## src/design/flna_pkg.sv

```systemverilog
// flna_pkg: widths, fixed-point constants and the sideband struct shared by
// the natural log pipeline. Depends on nothing; compiled first.
`timescale 1ns / 1ps
`default_nettype none

package flna_pkg;

    // port widths
    localparam int X_W  = 32;
    localparam int LN_W = 32;

    // float32 layout
    localparam int EXP_W     = 8;
    localparam int MANT_FRAC = 23;
    localparam int MANT_W    = MANT_FRAC + 1;
    localparam logic [EXP_W-1:0] EXP_MAX = 8'd255;
    localparam logic [EXP_W-1:0] EXP_ZERO = 8'd0;
    localparam int EXP_BIAS  = 127;

    // fixed-point formats
    localparam int FRAC_BITS = 24;
    localparam int INT_FRAC  = 30;
    localparam int OUT_SHIFT = INT_FRAC - FRAC_BITS;

    // horner accumulator: q30, magnitude stays below 4
    localparam int ACC_W  = 34;
    localparam int PROD_W = ACC_W + MANT_W + 1;

    // exponent term and final sum
    localparam int ESGN_W = EXP_W + 1;
    localparam int LN2_W  = 31;
    localparam int EMUL_W = ESGN_W + LN2_W;
    localparam int TOT_W  = EMUL_W + 1;

    localparam logic signed [ACC_W-1:0] COEF_C0 = ACC_W'(-64'sd1870236959);
    localparam logic signed [ACC_W-1:0] COEF_C1 = ACC_W'(64'sd3029243226);
    localparam logic signed [ACC_W-1:0] COEF_C2 = ACC_W'(-64'sd1578354096);
    localparam logic signed [ACC_W-1:0] COEF_C3 = ACC_W'(64'sd480155386);
    localparam logic signed [ACC_W-1:0] COEF_C4 = ACC_W'(64'sd60742489);
    localparam logic signed [LN2_W-1:0] LN2_Q30 = LN2_W'(64'sd744261118);

    localparam logic signed [TOT_W-1:0] SAT_MAX = TOT_W'(64'sd2147483647);
    localparam logic signed [TOT_W-1:0] SAT_MIN = TOT_W'(-64'sd2147483648);

    // horner steps: step k adds (or subtracts) round(acc * m) to STEP_COEF[k]
    localparam int N_STEPS = 4;
    localparam logic signed [ACC_W-1:0] STEP_COEF [N_STEPS] =
        '{COEF_C3, COEF_C2, COEF_C1, COEF_C0};
    localparam logic [N_STEPS-1:0] STEP_SUB = N_STEPS'(1);

    // data that rides along with each item through the pipeline
    typedef struct packed {
        logic              invalid;
        logic [EXP_W-1:0]  exp_field;
        logic [MANT_W-1:0] mant;
    } t_side;

endpackage

`default_nettype wire

```

## src/design/flna_horner_step.sv

```systemverilog
// flna_horner_step: one horner step over two register stages, multiply by the
// mantissa then round and add to or subtract from the coefficient. Depends on flna_pkg.
`timescale 1ns / 1ps
`default_nettype none

module flna_horner_step (
    input  wire logic                              i_clk,
    input  wire logic                              i_rst_n,
    input  wire logic                              i_valid,
    output logic                                   o_ready,
    input  wire logic signed [flna_pkg::ACC_W-1:0] i_acc,
    input  wire flna_pkg::t_side                   i_side,
    input  wire logic signed [flna_pkg::ACC_W-1:0] i_coef,
    input  wire logic                              i_sub,
    output logic                                   o_valid,
    input  wire logic                              i_ready,
    output logic signed [flna_pkg::ACC_W-1:0]      o_acc,
    output flna_pkg::t_side                        o_side
);
    import flna_pkg::*;

    logic                      r_a_valid;
    logic signed [PROD_W-1:0]  r_a_prod;
    t_side                     r_a_side;
    logic                      r_b_valid;
    logic signed [ACC_W-1:0]   r_b_acc;
    t_side                     r_b_side;

    logic                      a_ready;
    logic                      b_ready;
    logic signed [PROD_W-1:0]  n_prod;
    logic signed [PROD_W-1:0]  w_rnd;
    logic signed [ACC_W-1:0]   w_q;
    logic signed [ACC_W-1:0]   n_acc;

    assign b_ready = !r_b_valid || i_ready;
    assign a_ready = !r_a_valid || b_ready;
    assign o_ready = a_ready;

    always_comb begin
        n_prod = PROD_W'(i_acc) * PROD_W'($signed({1'b0, i_side.mant}));
    end

    // round to nearest, tie toward plus infinity, back to q30
    always_comb begin
        w_rnd = (r_a_prod + (PROD_W'(1) <<< (MANT_FRAC - 1))) >>> MANT_FRAC;
        w_q   = $signed(w_rnd[ACC_W-1:0]);
        n_acc = i_sub ? (i_coef - w_q) : (i_coef + w_q);
    end

    always_ff @(posedge i_clk) begin
        if (!i_rst_n) begin
            r_a_valid <= 1'b0;
            r_b_valid <= 1'b0;
        end else begin
            if (a_ready) begin
                r_a_valid <= i_valid;
            end
            if (b_ready) begin
                r_b_valid <= r_a_valid;
            end
        end
    end

    always_ff @(posedge i_clk) begin
        if (a_ready) begin
            r_a_prod <= n_prod;
            r_a_side <= i_side;
        end
        if (b_ready) begin
            r_b_acc  <= n_acc;
            r_b_side <= r_a_side;
        end
    end

    assign o_valid = r_b_valid;
    assign o_acc   = r_b_acc;
    assign o_side  = r_b_side;

endmodule

`default_nettype wire

```

## config.mk

```make
export PLATFORM = sky130hd
export DESIGN_NAME = flna_horner_step
export DESIGN_NICKNAME = d
export VERILOG_FILES = /design/src/design/flna_pkg.sv /design/src/design/flna_horner_step.sv
export SDC_FILE = /design/constraint.sdc
export NUM_CORES = 2
export LEC_CHECK = 0
export ABC_AREA = 1
export BUFFER_PORTS_ARGS = -buffer_cell sky130_fd_sc_hd__buf_2
export CORE_MARGIN = 5
export CORE_UTILIZATION = 25
export DETAILED_ROUTE_END_ITERATION = 6
export PLACE_DENSITY_LB_ADDON = 0.2
export SLEW_MARGIN = 20
export SYNTH_ARGS = -nofsm -noshare
export SYNTH_HDL_FRONTEND = slang
export SYNTH_SLANG_ARGS = --single-unit
```

## constraint.sdc

```tcl
create_clock -name i_clk -period 12.7 [get_ports i_clk]
set_input_delay 2.54 -clock i_clk [delete_from_list [all_inputs] [get_ports i_clk]]
set_output_delay 2.54 -clock i_clk [all_outputs]
set_load 0.005 [all_outputs]
```

==> summary.txt <==
Yosys cell types -> 46
Most used cell, CP -> fa_1
Worst-Margin Slew -> 1071 ps
Die height -> 397.9 um
CTS Sinks -> 137
1st-iter DRT viols -> 1463
Synth Flop Type -> edfxtp_1
Hold-fix buffers, CTS -> 0
Worst min path class -> flop to flop
Routability cong. -> 0.8869
Initial antenna violation count -> 19
Mapped cell area -> 37610 um2
Post-synthesis average cell area -> 7.974 um2
Synth top area share -> 43.38%
Global Route Usage Sum -> 14.65%
Part of the cycle the worst path needs -> 75.82%
Final hold vios -> 0
Die Span X -> 397.9 um
R2R depth -> 22
Flops & latches, synth -> 137
Vias/cell -> 4.168
Clock skew -> 13.82 ps
Post-CTS Setup Bufs -> 0
Kind of critical path -> primary input to flop
Hold path depth -> 0
Top Family by Delay on Critical Path -> adder cells
Drt total wl -> 113200 um
Die area -> 158300 um2
Hold endpoint -> o_side[10]$_DFFE_PP_
Slew Limit Fails -> 0
# rows -> 142
H-tree Lvls -> 4
Yosys warns -> 0
Critical path cell sequence -> buf_2 -> nand2_1 -> fa_1 -> fa_1 -> inv_1 -> fa_1 -> fa_1 -> fa_1 -> fa_1 -> inv_1 -> fa_1 -> inv_1 -> ha_1 -> nand2_1 -> nor2_1 -> inv_1 -> nor4_1 -> nand2_1 -> nor4_1 -> a21oi_1 -> xnor2_1
Worst-path clk slew -> 70 ps
Initial core utilization -> 25.11%
Total grt overflow -> 0
Number of global-route vias before repair -> 31425
Fmax -> 103.8 MHz
Post-synth EDFFs -> 135
CTS tree -> done
CP Capture Type -> flop
Drt drc -> 0
RR Endpoint -> o_acc[23]$_DFFE_PP_
Worst R2R Setup Slack -> 7670 ps
RSZ-0062 raised after global routing -> no
Layout area overhead -> 9.341%
Crit path time final -> 9630 ps
Setup violators final -> 0
Clock tree buffer depth -> 2
Crit Path Max Fanout -> 35
Input/output buffers -> 174
Outcome -> completed
Final #Nets -> 5869
Critical path's slowest cell -> fa_1
Synthesized instance count -> 4717
First-pass GRT wire length -> 181300 um
Largest net degree at the start of global routing -> 69
Buf/Inv on CP -> 5
CP startpoint kind -> primary input
Clock buffer count from CTS -> 17
Post-synth ARST share -> 0%
Relative slew slack -> 28.61%
MaxCap Viol Count -> 0
Wirelength per Cell -> 16.65 um
Synth top area cells -> fa_1 (43%), inv_1 (15%), nand2_1 (12%)
Post-route ant nets -> 0
Yosys top cell by area -> fa_1
HP Start -> r_a_side[10]$_DFFE_PP_
Worst r2r src -> r_a_prod[22]$_DFFE_PP_
Fraction of layout cells with a size suffix above 1 -> 5.739%
Worst endpoint required time -> 12910 ps
HPWL Detailed -> 95040 um
Core area -> 149800 um2
CP peak stage delay -> 940 ps
Post_cts resized -> 0
CTS root buf -> clkbuf_16
Worst-Skew Late Latency -> 470 ps
Mapped Nets -> 5825
Setup_tns -> 0 ps
Data arrival time of the worst path -> 9840 ps
Register area share after synthesis -> 10.88%
Via Count -> 28327
Detailed Routing Iterations Pass 1 -> 5
Top Ports -> 175
[registers in the layout, summed over array words and instances, names as in the netlist]
register	flops
r_a_prod	35
o_acc	34
o_valid	1
o_side	33
r_a_side	33
r_a_valid	1
[final cells by class]
| cell class | instances | area [um2] |
|---|---|---|
| Sequential cell | 137 | 4094 |
| Clock buffer | 17 | 425.4 |
| Fill cell | 16328 | 108600 |
| Clock inverter | 15 | 150.1 |
| Multi-Input combinational cell | 2916 | 27290 |
| Tap cell | 2016 | 2522 |
| Timing Repair Buffer | 193 | 1013 |
| Inverter | 1496 | 5615 |
| Antenna cell | 6 | 15.01 |
[synthesized netlist by cell type (15+ instances only)]
library cell and instances:
fa_1 815, edfxtp_1 135, a21oi_1 112, nand2_1 1205, nor2_1 188, nand4_1 15
xnor2_1 53, ha_1 187, o21ai_0 66, nand3_1 69, nand2_2 19, xor2_1 60
clkbuf_1 166, a31oi_1 19, inv_1 1492, a21o_1 18
[how the worst max path moves through the flow]
stage,from,end,slack [ps],cells after the start
final,i_side[4],r_a_prod[56]$_DFFE_PP_,3070,21
after CTS,i_side[4],r_a_prod[56]$_DFFE_PP_,3100,21
after global routing,i_side[4],r_a_prod[56]$_DFFE_PP_,2600,21
after global placement,i_side[4],r_a_prod[56]$_DFFE_PP_,2720,21
after detailed placement,i_side[4],r_a_prod[56]$_DFFE_PP_,2610,21
after floorplan,i_side[5],r_a_prod[56]$_DFFE_PP_,3890,22
[cell families (layout without fill, tap and decap cells)]
family	count (synthesis)	in the layout	share of synthesized area, %
AOI/OAI and AO/OA	252	252	3.796
DFF	137	137	10.88
other	0	6	0
xor gates and xnor gates	117	117	2.841
adders and majority gates	1002	1002	49.60
buffers and inverters	1664	1721	16.61
and+or+nand+nor	1545	1545	16.27
[cells in the final DEF, fill, tap and decap left out, types with 3 or more instances in the layout]
| master | netlist | final |
|---|---|---|
| nand3_1 | 69 | 68 |
| a211oi_1 | 5 | 5 |
| clkinv_2 | 0 | 3 |
| and3_1 | 3 | 3 |
| nor2_4 | 5 | 5 |
| a21boi_0 | 3 | 3 |
| nand4_1 | 15 | 15 |
| inv_2 | 3 | 3 |
| clkbuf_16 | 0 | 17 |
| nand2_2 | 19 | 19 |
| xnor2_1 | 53 | 53 |
| a21o_1 | 18 | 18 |
| o21ai_0 | 66 | 66 |
| a31oi_1 | 19 | 19 |
| a221oi_1 | 3 | 3 |
| buf_2 | 2 | 174 |
| nor4_1 | 6 | 6 |
| nand2_1 | 1205 | 1204 |
| nor2_1 | 188 | 188 |
| inv_8 | 0 | 4 |
| nor2_2 | 11 | 11 |
| buf_4 | 0 | 19 |
| xor2_1 | 60 | 60 |
| o211ai_1 | 6 | 6 |
| o21a_1 | 4 | 4 |
| fa_1 | 815 | 815 |
| inv_6 | 0 | 5 |
| nor3_1 | 14 | 14 |
| edfxtp_1 | 135 | 135 |
| a21oi_1 | 112 | 112 |
| inv_1 | 1492 | 1492 |
| ha_1 | 187 | 187 |
| diode_2 | 0 | 6 |
| o21bai_1 | 11 | 11 |
[per-stage QoR]
stage	utilization (%)	hold WS [ps]	setup slack, ps	area [um2]	std cells
CTS	27.45	413.5	3098	41110	6790
finish	27.46	415.9	3070	41130	6796
global placement	27.06	400.4	2722	40540	6758
detailed placement	27.06	404.5	2609	40540	6758
floorplan	-	400.3	3888	37610	4717
global route	27.45	427.0	2605	41110	6791
[routing by layer]
metal  track usage, %  share of wire, %  up-vias  routed length, um
li1                 -                 -    13392                  -
met1            20.14                47    14323              52880
met2            25.16                48      490              54000
met3            1.824               4.0      100               4563
met4            2.333               1.4       22               1591
met5                0              0.12        -                140
Power is not shown: default switching activity piles up to over one toggle a cycle in this logic, so the estimate is an artifact.
